<file path="src/design/b64d_pkg.sv">
// Package: shared types, codes and the character decode function for the base64 decoder.
`default_nettype none
package b64d_pkg;

  localparam int QDepth = 4;
  localparam int QAw    = $clog2(QDepth);

  localparam logic [7:0] ChPad   = 8'h3D;  // '='
  localparam logic [7:0] ChPlus  = 8'h2B;  // '+'
  localparam logic [7:0] ChSlash = 8'h2F;  // '/'
  localparam logic [7:0] ChCr    = 8'h0D;
  localparam logic [7:0] ChLf    = 8'h0A;
  localparam logic [7:0] ChSp    = 8'h20;
  localparam logic [7:0] ChTab   = 8'h09;

  typedef enum logic [1:0] {
    ST_OK         = 2'd0,
    ST_BAD_CHAR   = 2'd1,
    ST_INCOMPLETE = 2'd2
  } status_t;

  typedef struct packed {
    logic       ok;
    logic [5:0] val;
  } sym_t;

  // One unit of work for the output side: a status or one decoded group.
  typedef struct packed {
    logic       is_status;
    status_t    status;
    logic [1:0] last_idx;  // index of the final byte of the group
    logic [7:0] b0;
    logic [7:0] b1;
    logic [7:0] b2;
  } entry_t;

  function automatic sym_t sym_decode(input logic [7:0] ch);
    sym_t s;
    s.ok  = 1'b1;
    s.val = 6'd0;
    if (ch inside {[8'h41:8'h5A]}) begin
      s.val = 6'(ch - 8'd65);
    end else if (ch inside {[8'h61:8'h7A]}) begin
      s.val = 6'(ch - 8'd71);
    end else if (ch inside {[8'h30:8'h39]}) begin
      s.val = 6'(ch + 8'd4);
    end else if (ch == ChPlus) begin
      s.val = 6'd62;
    end else if (ch == ChSlash) begin
      s.val = 6'd63;
    end else begin
      s.ok = 1'b0;
    end
    return s;
  endfunction

  function automatic logic is_space(input logic [7:0] ch);
    return ch inside {ChCr, ChLf, ChSp, ChTab};
  endfunction

endpackage
`default_nettype wire

</file>
<file path="src/design/b64d_in_if.sv">
// Interface: character request channel into the decoder.
`default_nettype none
interface b64d_in_if;
  logic       valid;
  logic       ready;
  logic       kind;
  logic [7:0] char_in;

  modport source (output valid, kind, char_in, input ready);
  modport sink   (input valid, kind, char_in, output ready);
endinterface
`default_nettype wire

</file>
<file path="src/design/b64d_out_if.sv">
// Interface: result request channel out of the decoder.
`default_nettype none
interface b64d_out_if;
  logic       valid;
  logic       ready;
  logic [7:0] data_byte;
  logic       is_status;
  logic [1:0] status;
  logic       last_of_run;

  modport source (output valid, data_byte, is_status, status, last_of_run, input ready);
  modport sink   (input valid, data_byte, is_status, status, last_of_run, output ready);
endinterface
`default_nettype wire

</file>
<file path="src/design/b64d_front.sv">
// Front end: accepts characters, tracks the four-character group and builds work entries.
`default_nettype none
module b64d_front (
  input  wire logic            clk,
  input  wire logic            rst,
  b64d_in_if.sink              text,
  input  wire logic            q_full,
  output logic                 push,
  output b64d_pkg::entry_t     push_entry
);
  import b64d_pkg::*;

  logic [5:0] group_values [3];
  logic [1:0] group_count;
  logic [2:0] pad_count;
  logic       error_seen;

  logic       take;
  logic       is_pad;
  sym_t       sym;
  logic [5:0] v;
  logic [2:0] pad_new;
  logic       use_char;

  assign text.ready = !q_full;
  assign take       = text.valid && text.ready;
  assign is_pad     = (text.char_in == ChPad);
  assign sym        = sym_decode(text.char_in);
  assign v          = is_pad ? 6'd0 : sym.val;
  assign pad_new    = pad_count + {2'd0, is_pad};
  assign use_char   = take && !text.kind && !error_seen && !is_space(text.char_in);

  always_comb begin
    push_entry = '0;
    push       = 1'b0;
    if (take && text.kind) begin
      push                 = 1'b1;
      push_entry.is_status = 1'b1;
      push_entry.status    = error_seen ? ST_BAD_CHAR :
                             (group_count != 2'd0) ? ST_INCOMPLETE : ST_OK;
    end else if (use_char && (is_pad || sym.ok) && group_count == 2'd3) begin
      push          = 1'b1;
      push_entry.b0 = {group_values[0], group_values[1][5:4]};
      push_entry.b1 = {group_values[1][3:0], group_values[2][5:2]};
      push_entry.b2 = {group_values[2][1:0], v};
      if (pad_new == 3'd0) begin
        push_entry.last_idx = 2'd2;
      end else if (pad_new == 3'd1) begin
        push_entry.last_idx = 2'd1;
      end else begin
        push_entry.last_idx = 2'd0;
      end
    end
  end

  always_ff @(posedge clk) begin
    if (rst) begin
      group_count <= 2'd0;
      pad_count   <= 3'd0;
      error_seen  <= 1'b0;
    end else if (take && text.kind) begin
      group_count <= 2'd0;
      pad_count   <= 3'd0;
      error_seen  <= 1'b0;
    end else if (use_char) begin
      if (!is_pad && !sym.ok) begin
        error_seen <= 1'b1;
      end else if (group_count == 2'd3) begin
        group_count <= 2'd0;
        pad_count   <= 3'd0;
      end else begin
        group_count <= group_count + 2'd1;
        pad_count   <= pad_new;
      end
    end
  end

  always_ff @(posedge clk) begin
    if (use_char && (is_pad || sym.ok) && group_count != 2'd3) begin
      group_values[group_count] <= v;
    end
  end

  // The error flag only clears at an end of text or on reset.
  a_err_sticky: assert property (@(posedge clk) disable iff (rst)
    ($past(error_seen) && !$past(rst) && !$past(take && text.kind)) |-> error_seen)
    else $error("error flag dropped without end of text");

  // Nothing is pushed while the queue is full.
  a_no_push_full: assert property (@(posedge clk) disable iff (rst)
    q_full |-> !push)
    else $error("push while queue full");

endmodule
`default_nettype wire

</file>
<file path="src/design/b64d_queue.sv">
// Queue: short FIFO of work entries between the front and back ends.
`default_nettype none
module b64d_queue (
  input  wire logic            clk,
  input  wire logic            rst,
  input  wire logic            push,
  input  wire b64d_pkg::entry_t push_entry,
  input  wire logic            pop,
  output b64d_pkg::entry_t     head,
  output logic                 full,
  output logic                 empty
);
  import b64d_pkg::*;

  entry_t          slots [QDepth];
  logic [QAw-1:0]  wr_ptr;
  logic [QAw-1:0]  rd_ptr;
  logic [QAw:0]    cnt;

  assign head  = slots[rd_ptr];
  assign full  = (cnt == (QAw+1)'(QDepth));
  assign empty = (cnt == '0);

  always_ff @(posedge clk) begin
    if (rst) begin
      wr_ptr <= '0;
      rd_ptr <= '0;
      cnt    <= '0;
    end else begin
      if (push) begin
        wr_ptr <= wr_ptr + 1'b1;
      end
      if (pop) begin
        rd_ptr <= rd_ptr + 1'b1;
      end
      if (push && !pop) begin
        cnt <= cnt + 1'b1;
      end else if (pop && !push) begin
        cnt <= cnt - 1'b1;
      end
    end
  end

  always_ff @(posedge clk) begin
    if (push) begin
      slots[wr_ptr] <= push_entry;
    end
  end

  a_no_pop_empty: assert property (@(posedge clk) disable iff (rst)
    empty |-> !pop)
    else $error("pop from empty queue");

  a_cnt_bound: assert property (@(posedge clk) disable iff (rst)
    cnt <= (QAw+1)'(QDepth))
    else $error("queue count overflow");

endmodule
`default_nettype wire

</file>
<file path="src/design/b64d_back.sv">
// Back end: walks the head entry and sends one result per cycle while the consumer is ready.
`default_nettype none
module b64d_back (
  input  wire logic            clk,
  input  wire logic            rst,
  input  wire b64d_pkg::entry_t head,
  input  wire logic            empty,
  output logic                 pop,
  b64d_out_if.source           result
);
  import b64d_pkg::*;

  logic [1:0] idx;
  logic       last;
  logic       send;

  assign last = head.is_status || (idx == head.last_idx);
  assign send = result.valid && result.ready;
  assign pop  = send && last;

  assign result.valid       = !empty;
  assign result.is_status   = head.is_status;
  assign result.status      = head.status;
  assign result.last_of_run = last;

  always_comb begin
    case (idx)
      2'd0:    result.data_byte = head.b0;
      2'd1:    result.data_byte = head.b1;
      default: result.data_byte = head.b2;
    endcase
    if (head.is_status) begin
      result.data_byte = 8'd0;
    end
  end

  always_ff @(posedge clk) begin
    if (rst) begin
      idx <= 2'd0;
    end else if (send) begin
      idx <= last ? 2'd0 : idx + 2'd1;
    end
  end

  // The byte index never passes the last byte of the entry being sent.
  a_idx_bound: assert property (@(posedge clk) disable iff (rst)
    (!empty && !head.is_status) |-> (idx <= head.last_idx))
    else $error("byte index past end of group");

endmodule
`default_nettype wire

</file>
<file path="src/design/base64_stream_decoder_core.sv">
// Top level: base64 stream decoder built from front end, work queue and back end.
// Flow: a character that completes a group, or an end of text, is written into the queue,
//   and its results are sent from the queue head, the bytes of a group in order.
// Throughput: one character per cycle in, one result per cycle out while ready; the
//   4-entry queue absorbs output stalls, and the input stalls only when it is full.
// Reset: synchronous, active high; clears group state, error flag, queue and byte index.
`default_nettype none
module base64_stream_decoder_core (
  input  wire logic   clk,
  input  wire logic   rst,
  b64d_in_if.sink     text,
  b64d_out_if.source  result
);
  import b64d_pkg::*;

  // Work entries from the front end into the queue.
  logic   push;
  entry_t push_entry;

  // Queue head and occupancy toward both ends.
  entry_t head;
  logic   full;
  logic   empty;
  logic   pop;

  // Classify characters, hold the partial group, and push a request per finished
  // group or end of text.
  b64d_front u_front (
    .clk        (clk),
    .rst        (rst),
    .text       (text),
    .q_full     (full),
    .push       (push),
    .push_entry (push_entry)
  );

  // Decouple the two sides so a stalled consumer does not hold up the character stream
  // until the queue fills.
  b64d_queue u_queue (
    .clk        (clk),
    .rst        (rst),
    .push       (push),
    .push_entry (push_entry),
    .pop        (pop),
    .head       (head),
    .full       (full),
    .empty      (empty)
  );

  // Drain each entry as one to three byte results, or a single status result.
  b64d_back u_back (
    .clk    (clk),
    .rst    (rst),
    .head   (head),
    .empty  (empty),
    .pop    (pop),
    .result (result)
  );

endmodule
`default_nettype wire
</file>
<file path="src/flat_wrapper.sv">
// flat-port wrapper written by rule: the top's interface ports become plain ports
module base64_stream_decoder_core_flat import b64d_pkg::*;
  (clk, rst, text_valid, text_kind, text_char_in, text_ready, result_valid, result_data_byte, result_is_status, result_status, result_last_of_run, result_ready);
  b64d_in_if text_i ();
  b64d_out_if result_i ();
  input  wire logic clk;
  input  wire logic rst;
  input wire logic [$bits(text_i.valid)-1:0] text_valid;
  input wire logic [$bits(text_i.kind)-1:0] text_kind;
  input wire logic [$bits(text_i.char_in)-1:0] text_char_in;
  output wire logic [$bits(text_i.ready)-1:0] text_ready;
  output wire logic [$bits(result_i.valid)-1:0] result_valid;
  output wire logic [$bits(result_i.data_byte)-1:0] result_data_byte;
  output wire logic [$bits(result_i.is_status)-1:0] result_is_status;
  output wire logic [$bits(result_i.status)-1:0] result_status;
  output wire logic [$bits(result_i.last_of_run)-1:0] result_last_of_run;
  input wire logic [$bits(result_i.ready)-1:0] result_ready;
  assign text_i.valid = text_valid;
  assign text_i.kind = text_kind;
  assign text_i.char_in = text_char_in;
  assign text_ready = text_i.ready;
  assign result_valid = result_i.valid;
  assign result_data_byte = result_i.data_byte;
  assign result_is_status = result_i.is_status;
  assign result_status = result_i.status;
  assign result_last_of_run = result_i.last_of_run;
  assign result_i.ready = result_ready;
  base64_stream_decoder_core u_core (.clk(clk), .rst(rst), .text(text_i), .result(result_i));
endmodule
</file>
<file path="config.mk">
export PLATFORM = sky130hd
export DESIGN_NAME = base64_stream_decoder_core_flat
export DESIGN_NICKNAME = d
export VERILOG_FILES = /design/src/design/b64d_pkg.sv /design/src/design/b64d_in_if.sv /design/src/design/b64d_out_if.sv /design/src/design/b64d_front.sv /design/src/design/b64d_queue.sv /design/src/design/b64d_back.sv /design/src/design/base64_stream_decoder_core.sv /design/src/flat_wrapper.sv
export SDC_FILE = /design/constraint.sdc
export NUM_CORES = 1
export LEC_CHECK = 0
export BUFFER_PORTS_ARGS = -buffer_cell sky130_fd_sc_hd__buf_2
export CORE_MARGIN = 5
export CORE_UTILIZATION = 33
export DETAILED_ROUTE_END_ITERATION = 16
export SYNTH_ARGS = -nofsm -noshare
export SYNTH_HDL_FRONTEND = slang
export SYNTH_SLANG_ARGS = --single-unit
</file>
<file path="constraint.sdc">
create_clock -name clk -period 9.61 [get_ports clk]
set_clock_uncertainty 0.1 [all_clocks]
set_input_delay 1.4415 -clock clk [delete_from_list [all_inputs] [get_ports clk]]
set_output_delay 1.4415 -clock clk [all_outputs]
set_load 0.02 [all_outputs]
</file>
### Word-level counts from Yosys, hierarchy flattened

Memories as Yosys holds them, arrays and structs flattened. A register that Yosys moved wholly into a read port is not among the register bits.
Index checks and enable logic that the tools add are counted.

| word-level totals | value |
|---|---|
| bits in read-only memories | 0 |
| memory bits (writable) | 134 |
| output and inout port bits | 14 |
| flip-flop bits (word level) | 15 |
| memories kept | 2 |
| input port bits | 13 |
| word-level logic and storage cells | 108 |
| bits in latches | 0 |

| cells by class | value |
|---|---|
| divide/modulo/power cells | 0 |
| shift-type cells | 0 |
| reduce and logical (&&, ||, !) cells | 36 |
| muxes and demuxes | 33 |
| eq/ne operators | 13 |
| bitwise logic cells | 1 |
| magnitude comparators | 6 |
| add/subtract/negate cells | 10 |
| $mul | 0 |

Memories:

| name | depth | width | rd ports | clocked after memory_dff | wr ports | line | text |
|---|---|---|---|---|---|---|---|
| u_core.u_queue.slots | 4 | 29 | 1 | 1 | 1 | b64d_queue.sv:15 | `entry_t slots [QDepth];` |
| u_core.u_front.group_values | 3 | 6 | 3 | 0 | 1 | b64d_front.sv:13 | `logic [5:0] group_values [3];` |

Operators by type and width:

| cell | count |
|---|---|
| 2-to-1 mux 26 bit | 2 |
| 2-to-1 mux 6 bit | 6 |
| == test 8 x 6 -> 1 bit (second input constant) | 4 |
| == test 8 x 4 -> 1 bit (second input constant) | 3 |
| >= comparator 8 x 7 -> 1 bit (second input constant) | 2 |
| less-or-equal comparator 8 x 7 -> 1 bit (second input constant) | 2 |
| logical AND 1 bit | 16 |
| case mux 8 bit (2 select lines) | 1 |
| 2-to-1 mux 2 bit | 7 |
| 2-to-1 mux 1 bit | 12 |
| 2-to-1 mux 3 bit | 4 |
| zero test 1 bit | 9 |
| adder 2 x 1 -> 2 bit (second input constant) | 4 |
| >= comparator 8 x 6 -> 1 bit (second input constant) | 1 |
| less-or-equal comparator 8 x 6 -> 1 bit (second input constant) | 1 |
| 2-to-1 mux 8 bit | 1 |
| adder 6 x 3 -> 6 bit (second input constant) | 1 |
| zero test 3 bit | 2 |
| subtractor 6 x 1 -> 6 bit (second input constant) | 1 |
| subtractor 6 x 3 -> 6 bit (second input constant) | 1 |
| AND reduction 2 bit | 2 |
| nonzero test 2 bit | 2 |
| nonzero test 4 bit | 1 |
| adder 3 x 1 -> 3 bit | 1 |
| 12 further kinds | 13 |

### Logic depth before layout (Yosys ltp)

Gate-level depths: netlist (run 1).

| logic depth | value |
|---|---|
| depth after elaboration | 15 |
| depth in mapped cells | 16 |
| depth with buffers taken out | 14 |

### Modules after synthesis

From an unflattened synthesis (run 1), not the netlist that was laid out.

| second synthesis, totals | value |
|---|---|
| cell total of the unflattened synthesis | 425 |
| area total of the unflattened synthesis | 6737.7 sq um |

By module, submodules not included:

| module | cells an instance | area an instance (sq um) | seq. area each (sq um) | times used |
|---|---|---|---|---|
| b64d_queue | 195 | 4621.9 | 3663.5 | 1 |
| b64d_front | 182 | 1775.5 | 660.6 | 1 |
| b64d_back | 48 | 340.3 | 40.0 | 1 |

### Worst setup path after synthesis (run 1)

Ideal clock, no wire load.

| timing | value |
|---|---|
| path kind | input to register |
| start | in text_char_in[2] |
| end | mem u_core.u_queue.slots[0][0] (netlist name) (enable) |
| stages on the path | 9 |
| data required time | 9092 ps |
| setup time | 418 ps |
| slack | 4913 ps |
| data arrival time | 4179 ps |
| path buffers | 1 |
| path through | buf_2 inv_1 ha_1 a21oi_1 nor2_1 a311oi_1 a21o_2 a21oi_4 nor2b_1 |

| between the ends | value |
|---|---|
| cells in the longest elaborated chain, start to end | 13 |
| elaborated cells on any way between the ends | 31 |
| classes of those cells | order compare: 6; eq/ne: 7; mux: 9; reduce/logical: 9 |

Ends and longest elaborated chain:

| item | line | text |
|---|---|---|
| start: declaration | flat_wrapper.sv:10 | `input wire logic [$bits(text_i.char_in)-1:0] text_char_in;` |
| branches (longest 7 deep; another with >= comparator 8 x 6 -> 1 bit) | n/a |  |
| logical AND 1 bit (*) (2 in a row) | b64d_front.sv:41 | `end else if (use_char && (is_pad \|\| sym.ok) && group_count == 2'd3) begin` |
| 2-to-1 mux 1 bit (*) | b64d_front.sv:41 |  |
| 2-to-1 mux 1 bit (*) | b64d_front.sv:36 | `if (take && text.kind) begin` |
| 2-to-1 mux 1 bit (*) | b64d_queue.sv:45 | `if (push) begin` |
| 2-to-1 mux 1 bit (implied by the code) (*) | b64d_queue.sv:46 | `slots[wr_ptr] <= push_entry;` |
| end: declaration | b64d_queue.sv:15 |  |

Every way passes the cells marked *.

### Worst setup path in the final report (run 1)

| timing | value |
|---|---|
| start | in text_char_in[2] |
| end | reg u_core.u_queue.cnt[2] |

| between the ends | value |
|---|---|
| cells in the longest elaborated chain, start to end | 14 |
| elaborated cells on any way between the ends | 34 |
| classes of those cells | order compare: 6; eq/ne: 7; mux: 8; reduce/logical: 13 |

Ends and longest elaborated chain:

| item | line | text |
|---|---|---|
| branches (longest 7 deep; another with >= comparator 8 x 6 -> 1 bit) | n/a |  |
| logical AND 1 bit (*) (2 in a row) | b64d_front.sv:41 |  |
| 2-to-1 mux 1 bit (*) | b64d_front.sv:41 |  |
| 2-to-1 mux 1 bit (*) | b64d_front.sv:36 |  |
| net u_core.push | base64_stream_decoder_core.sv:17 | `logic push;` |
| zero test 1 bit | b64d_queue.sv:38 | `end else if (pop && !push) begin` |
| logical AND 1 bit | b64d_queue.sv:38 |  |
| nonzero test 2 bit (no line) | n/a |  |
| end signal: assignment | b64d_queue.sv:37 | `cnt <= cnt + 1'b1;` |
| end signal: assignment | b64d_queue.sv:39 | `cnt <= cnt - 1'b1;` |
| end: declaration | b64d_queue.sv:18 | `logic [QAw:0] cnt;` |

Mark *: on every way through the listed nets, which the timed path passes.
A chain may end at the register's enable or synchronous reset.

==> PnR_summary.wiki, run 1 <==
{| class="wikitable"
! Metric !! Value
|-
| Result of the run || finished, final reports clean
|-
| Layout fillers || 1908
|-
| Placer Congestion || 0.806
|-
| Post-synthesis adder-cell area fraction || 4.62%
|-
| Height of the die || 152 um
|-
| Skew-Pair Late Insertion Delay || 0.42 ns
|-
| Count of max-cap constraint violations || 0
|-
| Vias || 3641
|-
| Post-layout instance area || 7630 um^2
|-
| Worst hold path class || reg -> reg
|-
| Clock sink count || 151
|-
| Share of the synthesized area in compound gates (AO/OA/AOI/OAI) || 5.64%
|-
| Type of element capturing the critical path || register
|-
| Total Negative Setup Slacks || 0 ns
|-
| Antenna cells || 0
|-
| Basic-gate share of the synthesized area counting and, or, nand and nor cells || 10.1%
|-
| Synthesized area per cell || 15.5 um^2
|-
| Finished Layout Cells || 743
|-
| Netlist cell types || 54
|-
| Number of gates resized after cts || 0
|-
| Number of nets at the end of the flow || 497
|-
| CP arrival || 4.68 ns
|-
| Standard cell area after detailed placement || 7080 um^2
|-
| Tmin final || 4.44 ns
|-
| Total half-perimeter wirelength after legalization and detailed placement || 8.45 mm
|-
| Transition at the pin with the smallest max-transition slack || 1.09 ns
|-
| Final count of pins violating max slew || 0
|-
| Final Cycle Share || 46.2%
|-
| Number of routed nets with antenna violations || 0
|-
| Overall power after layout || 1670 uW
|-
| TritonCTS clock tree || built
|-
| Antenna violations before repair || 0
|-
| Congestion Overflow GR || 0
|-
| Chip Width || 152 um
|-
| Worst EP required || 9.86 ns
|-
| Clock-pin slew on the worst setup and hold paths || 0.06 ns
|-
| Final Hold Viols || 0
|-
| Post-synthesis instance area || 6660 um^2
|-
| Num CTS Buffers || 17
|-
| Detailed router's first-iteration violation count || 268
|-
| Startpoint type of the worst setup path || primary input
|-
| Vias in the first global route || 3782
|-
| Row count || 52
|-
| Most used flip-flop cell after synthesis || edfxtp_1
|-
| Maximum fanout along the worst path || 26
|-
| Standby leakage power || 0.00270 uW
|-
| Via density per instance || 4.90
|-
| Root Buffer Master || clkbuf_16
|-
| Pwr Density || 219 nW/um^2
|-
| Area of the die || 23100 um^2
|-
| Largest vdd supply drop || 0.0000926 V
|-
| Total core area || 20000 um^2
|-
| Initial core utilization || 33.2%
|-
| Uppermost layer routed || met4
|-
| Async SR Flop Fraction || 0%
|-
| Placed Cells incl. Taps || 711
|-
| Growth of design area from synthesis to finish || 14.6%
|-
| Clock Tree Buf Depth || 2
|-
| Total met2 wirelength after detailed routing || 6.49 mm
|-
| Top achievable clock speed || 0.225 GHz
|-
| Unrepaired setup endpoints after global routing || false
|-
| Class of the most critical setup path || in -> reg
|-
| GR Util All Layers || 11.6%
|-
| Post CTS Setup Buffer Count || 0
|-
| Relative max-transition margin || 27.3%
|-
| Final setup fails || 0
|-
| Fraction of final layout cells sized beyond drive strength 1 || 22.2%
|-
| Share of the yosys chip area belonging to registers || 65.5%
|-
| Number of cells produced by synthesis || 430
|-
| Yosys warnings || 0
|-
| XOR/XNOR Fraction of Synth Area || 1.45%
|-
| Port Buffer Count || 26
|-
| Count of unresolved DRC violations after routing || 0
|-
| Worst hold slack across all endpoints || 0.400 ns
|-
| Average wire per cell in the routed design || 17.6 um
|-
| Number of buffers inserted for hold repair after clock tree synthesis || 0
|-
| Pin count of the biggest net entering global routing || 30
|-
| Total length of routed met3 wires || 365 um
|-
| Synthesized net count || 467
|-
| Wire length after detailed routing || 13.1 mm
|-
| Detailed-router iteration count before antenna repair || 4
|-
| Fraction of synthesized area in multiplexers || 10.6%
|-
| FF+latch count, synth || 151
|-
| CTS H-tree lvls || 4
|-
| IO Count || 27
|-
| Detailed-route wire length on metal 1 || 6.17 mm
|-
| Largest family of logic cells by synthesized area || multiplexers
|-
| First-pass GRT wire length || 20.8 mm
|-
| Number of flops mapped to enable cells by yosys || 134
|}
-- cell usage after synthesis, types with 2 or more instances --
cell type | count | share of area [%]
a21o_1 | 3 | 0.34
a21oi_1 | 29 | 2.2
a221oi_1 | 2 | 0.26
a22oi_1 | 8 | 0.90
a32oi_1 | 2 | 0.26
and2_1 | 11 | 1.0
and2_4 | 2 | 0.26
and2b_1 | 2 | 0.23
and3_1 | 23 | 2.2
buf_1 | 3 | 0.17
buf_2 | 5 | 0.38
clkbuf_1 | 9 | 0.51
dfxtp_1 | 17 | 5.1
edfxtp_1 | 134 | 60
ha_1 | 23 | 4.3
inv_1 | 13 | 0.73
mux2i_1 | 4 | 0.60
mux4_2 | 29 | 9.8
nand2_1 | 24 | 1.4
nand2b_1 | 6 | 0.56
nand3_1 | 5 | 0.38
nand3b_1 | 2 | 0.23
nand4b_1 | 2 | 0.26
nor2_1 | 17 | 0.96
nor2b_1 | 4 | 0.38
nor3_1 | 5 | 0.38
nor3b_1 | 2 | 0.23
nor4_1 | 3 | 0.28
o211ai_1 | 2 | 0.23
o21ai_0 | 5 | 0.38
or3_1 | 2 | 0.19
xnor2_1 | 4 | 0.53
xor2_1 | 7 | 0.92
-- area by class of cell --
| class | count | area [um^2] | area share [%] |
|---|---|---|---|
| clock buffers | 17 | 425 | 5.57 |
| inverters | 13 | 48.8 | 0.639 |
| clock inverters | 15 | 125 | 1.64 |
| multi-input cells | 247 | 2170 | 28.4 |
| flip-flops and latches | 151 | 4370 | 57.2 |
| well taps | 270 | 338 | 4.43 |
| repair buffers | 30 | 160 | 2.10 |
-- worst max-delay path: stages --
cell and delay (ns):
buf_2 0.18, inv_1 0.11, ha_1 0.30, a21oi_1 0.26
nor2_1 0.07, a311oi_1 0.36, a21o_2 0.43, a21oi_4 0.16
inv_1 0.08, ha_1 0.17, inv_1 0.06, fa_1 0.43
xor2_1 0.17, or3_1 0.31, a21oi_1 0.14
-- stage by stage --
step | setup slack [ns] | util [%]
final | 5.17 | 38.1
after global routing | 4.87 | 38.1
after CTS | 5.19 | 38.1
after detailed placement | 4.77 | 35.3
after global placement | 4.85 | 35.3
after floorplan | 4.91 | -
-- power by group --
| part | internal (uW) | switching, uW |
|---|---|---|
| combinational | 131 | 153 |
| clock | 335 | 270 |
| sequential | 741 | 44.3 |
| total | 1210 | 468 |
-- per-layer routing --
layer | GRT usage, % | up-vias
li1 | - | 1726
met1 | 15.1 | 1845
met5 | 0 | -
met2 | 19.0 | 65
met3 | 3.30 | 5
met4 | 3.34 | 0
-- flip-flops by register name, summed over array words and instances, names as in the netlist, named ones only --
name                         count
u_core.u_front.pad_count         3
u_core.u_queue.cnt               3
u_core.u_front.group_values     18
u_core.u_front.error_seen        1
u_core.u_queue.rd_ptr            2
u_core.u_queue.wr_ptr            2
u_core.u_back.idx                2
u_core.u_front.group_count       2
u_core.u_queue.slots           116
-- placed cells by master, fill, tap and decap left out, drive strengths merged, types with 2 or more instances in the layout --
cell / n
mux2i: 4
ha: 23
mux4: 29
a22oi: 8
xnor2: 4
and3: 23
nand2b: 6
nor3b: 2
clkinv: 8
o211ai: 2
clkbuf: 17
nor3: 6
a21oi: 30
nor2b: 4
nor4: 3
o21ai: 5
nor2: 17
xor2: 7
nor4b: 2
and2: 13
a21o: 4
clkinvlp: 4
inv: 16
nand3: 5
nand4b: 2
or3: 2
nand3b: 2
buf: 30
nand2: 24
dfxtp: 17
and2b: 2
a221oi: 2
a32oi: 2
edfxtp: 134
-- cells by family after synthesis --
| logic type | after synthesis |
|---|---|
| AO/OA/AOI/OAI | 59 |
| adder cells (fa/ha/maj) | 24 |
| flip-flops | 151 |
| XOR/XNOR | 11 |
| AND/OR/NAND/NOR | 119 |
| multiplexers | 34 |
| buffers and inverters | 32 |
-- final timing paths --
path | slack, ns | cells past startpoint | end | from
worst max-delay path | 5.17 | 15 | u_core.u_queue.cnt[2] | text_char_in[2]
worst min-delay path | 0.40 | 2 | u_core.u_front.pad_count[1] | u_core.u_front.pad_count[1]
worst max register to register | 5.86 | 9 | u_core.u_queue.cnt[2] | register
worst min register to register | 0.40 | 2 | u_core.u_front.pad_count[1] | u_core.u_front.pad_count[1]
No activity file was read; power rests on OpenSTA's default activity.
==> run 2, diff against run 1 <==
Clock period 9.61 ns to 3.73 ns, I/O delays scaled along.
==> PnR_summary.wiki, run 2 (synthesis gave the netlist of run 1 again) <==
{| class="wikitable"
! Metric !! Value
|-
| Met2 Use GR || 20.4% (was 19.0%)
|-
| Result of the run || finished, final reports clean (unchanged)
|-
| Net switching component of the power || 1190 uW (was 468 uW)
|-
| Number of nets at the end of the flow || 507 (was 497)
|-
| Total core area || 20000 um^2 (unchanged)
|-
| Area of the die || 23100 um^2 (unchanged)
|-
| Transition at the pin with the smallest max-transition slack || 1.01 ns (was 1.09 ns)
|-
| Worst hold slack across all endpoints || 0.370 ns (was 0.400 ns)
|-
| Placed Cells incl. Taps || 721 (was 711)
|-
| Row count || 52 (unchanged)
|-
| Placer Congestion || 0.801 (was 0.806)
|-
| Clock share of power || 37.4% (was 36.1%)
|-
| Number of flip-flops under the largest register name || 116 (unchanged)
|-
| Met1 global-route usage || 16.4% (was 15.1%)
|-
| GR Util All Layers || 12.4% (was 11.6%)
|-
| Skew-Pair Late Insertion Delay || 0.42 ns (about the same)
|-
| Relative max-transition margin || 32.5% (was 27.3%)
|-
| Chip Width || 152 um (unchanged)
|-
| Congestion Overflow GR || 0 (unchanged)
|-
| Count of unresolved DRC violations after routing || 0 (unchanged)
|-
| Total Negative Setup Slacks || 0 ns (unchanged)
|-
| First-pass GRT wire length || 22.2 mm (was 20.8 mm)
|-
| Sequential group share of total power || 43.7% (was 46.9%)
|-
| Worst hold path class || in -> reg (was reg -> reg)
|-
| Vias || 3769 (was 3641)
|-
| Detailed-router iteration count before antenna repair || 4 (unchanged)
|-
| Area used by multi-input combinational logic || 2170 um^2 (unchanged)
|-
| Final Cycle Share || 86.2%
|-
| Count of max-cap constraint violations || 0 (unchanged)
|-
| Number of buffers inserted for hold repair after clock tree synthesis || 0 (unchanged)
|-
| Fraction of final layout cells sized beyond drive strength 1 || 23.4% (was 22.2%)
|-
| Wire length after detailed routing || 13.7 mm (was 13.1 mm)
|-
| Antenna violations before repair || 0 (unchanged)
|-
| Standby leakage power || 0.00279 uW (was 0.00270 uW)
|-
| CP arrival || 2.56 ns (was 4.68 ns)
|-
| Detailed router's first-iteration violation count || 254 (was 268)
|-
| Layer carrying the most global-route usage || met2 (unchanged)
|-
| Post CTS Setup Buffer Count || 0 (unchanged)
|-
| Post-layout worst setup margin || 0.514 ns (was 5.17 ns)
|-
| Area taken by flip-flops and latches || 4370 um^2 (about the same)
|-
| Most common library cell in the layout ignoring fill and taps || edfxtp_1 (unchanged)
|-
| Final Hold Viols || 0 (unchanged)
|-
| Pin count of the biggest net entering global routing || 30 (unchanged)
|-
| Tmin final || 3.22 ns
|-
| Most frequent cells in the layout || edfxtp_1 (134), a21oi_1 (29), mux4_2 (29) (unchanged)
|-
| TritonCTS clock tree || built (unchanged)
|-
| Pwr Density || 574 nW/um^2 (was 219 nW/um^2)
|-
| Maximum fanout along the worst path || 26 (unchanged)
|-
| Num CTS Buffers || 17 (unchanged)
|-
| Worst EP required || 3.07 ns (was 9.86 ns)
|-
| Gate power share || 18.8% (was 17.0%)
|-
| Final setup fails || 0 (unchanged)
|-
| Reg-to-reg setup timing slack || 0.73 ns (was 5.86 ns)
|-
| Vias in the first global route || 3980 (was 3782)
|-
| Antenna cells || 0 (unchanged)
|-
| CTS H-tree lvls || 4 (unchanged)
|-
| Share of total power consumed by net switching || 26.7% (was 27.9%)
|-
| Height of the die || 152 um (unchanged)
|-
| Top achievable clock speed || 0.311 GHz
|-
| Finished Layout Cells || 753 (was 743)
|-
| Port Buffer Count || 26 (unchanged)
|-
| Via density per instance || 5.01 (was 4.90)
|-
| IO Count || 27 (unchanged)
|-
| Most flop-heavy register || u_core.u_queue.slots (unchanged)
|-
| Clock sink count || 151 (unchanged)
|-
| Average wire per cell in the routed design || 18.2 um (was 17.6 um)
|-
| Clock-pin slew on the worst setup and hold paths || 0.07 ns (was 0.06 ns)
|-
| Leading registers by flop count || u_core.u_queue.slots x116, u_core.u_front.group_values x18 (unchanged)
|-
| Number of gates resized after cts || 0 (unchanged)
|-
| Total half-perimeter wirelength after legalization and detailed placement || 9.34 mm (was 8.45 mm)
|-
| Class of the most critical setup path || reg -> out (was in -> reg)
|-
| Final count of pins violating max slew || 0 (unchanged)
|-
| Clock Tree Buf Depth || 2 (unchanged)
|-
| Startpoint type of the worst setup path || register (was primary input)
|-
| Met3 track demand over resource in global routing || 3.04% (was 3.30%)
|-
| Initial core utilization || 33.2% (unchanged)
|-
| Largest vdd supply drop || 0.000312 V (was 0.0000926 V)
|-
| Layout fillers || 1894 (was 1908)
|-
| Overall power after layout || 4470 uW (was 1670 uW)
|-
| Number of routed nets with antenna violations || 0 (unchanged)
|-
| Type of element capturing the critical path || output pin (was register)
|-
| Root Buffer Master || clkbuf_16 (unchanged)
|-
| Unrepaired setup endpoints after global routing || false (unchanged)
|-
| Worst slack after detailed placement || 0.0699 ns (was 4.77 ns)
|-
| Growth of design area from synthesis to finish || 16.8% (was 14.6%)
|-
| Internal Power || 3270 uW (was 1210 uW)
|}
==> run 2: critical path, cell delays in order (launching register included) <==
cell	delay (ns)
dfxtp_2	0.40
buf_4	0.50
mux4_2	0.62
a22oi_1	0.31
a21oi_1	0.11
buf_2	0.17
==> run 2: metal layers <==
| metal | share of wire (%) | wire [um] |
|---|---|---|
| met1 | 43 | 5930 |
| met2 | 50 | 6800 |
| met3 | 5.8 | 789 |
| met4 | 1.2 | 169 |
| met5 | 0 | 0 |
==> run 2: worst paths after layout <==
path | startpoint | to | depth (start not counted)
hold reg to reg | u_core.u_front.pad_count[1] | u_core.u_front.pad_count[1] | 2
hold / removal | rst | u_core.u_queue.cnt[0] | 2
setup reg to reg | register | u_core.u_queue.cnt[2] | 9
setup / recovery | register | result_data_byte[5] | 5
==> run 2: power groups by stage <==
stage | logic, uW | clock network, uW | registers [uW]
3_3_place_gp | 843 | 0 | 1990
3_5_place_dp | 861 | 0 | 1990
6_report | 841 | 1670 | 1950
4_1_cts | 863 | 1700 | 1960
5_1_grt | 930 | 1780 | 1960
2_1_floorplan | 611 | 0 | 1970
==> run 2: layout make-up <==
cell class,instances,area share (%)
tap,270,4.34
timing repair buffer,40,3.51
clock inverter,13,1.85
sequential,151,56.1
inverter,13,0.627
multi-input combinational,247,27.9
clock buffer,19,5.69
==> run 2: through the flow <==
stage / utilization, % / cell area, um^2
5_1_grt: 38.8 / 7780
3_3_place_gp: 35.9 / 7190
4_1_cts: 38.8 / 7780
6_report: 38.8 / 7780
3_5_place_dp: 35.9 / 7190
2_1_floorplan: - / 6660
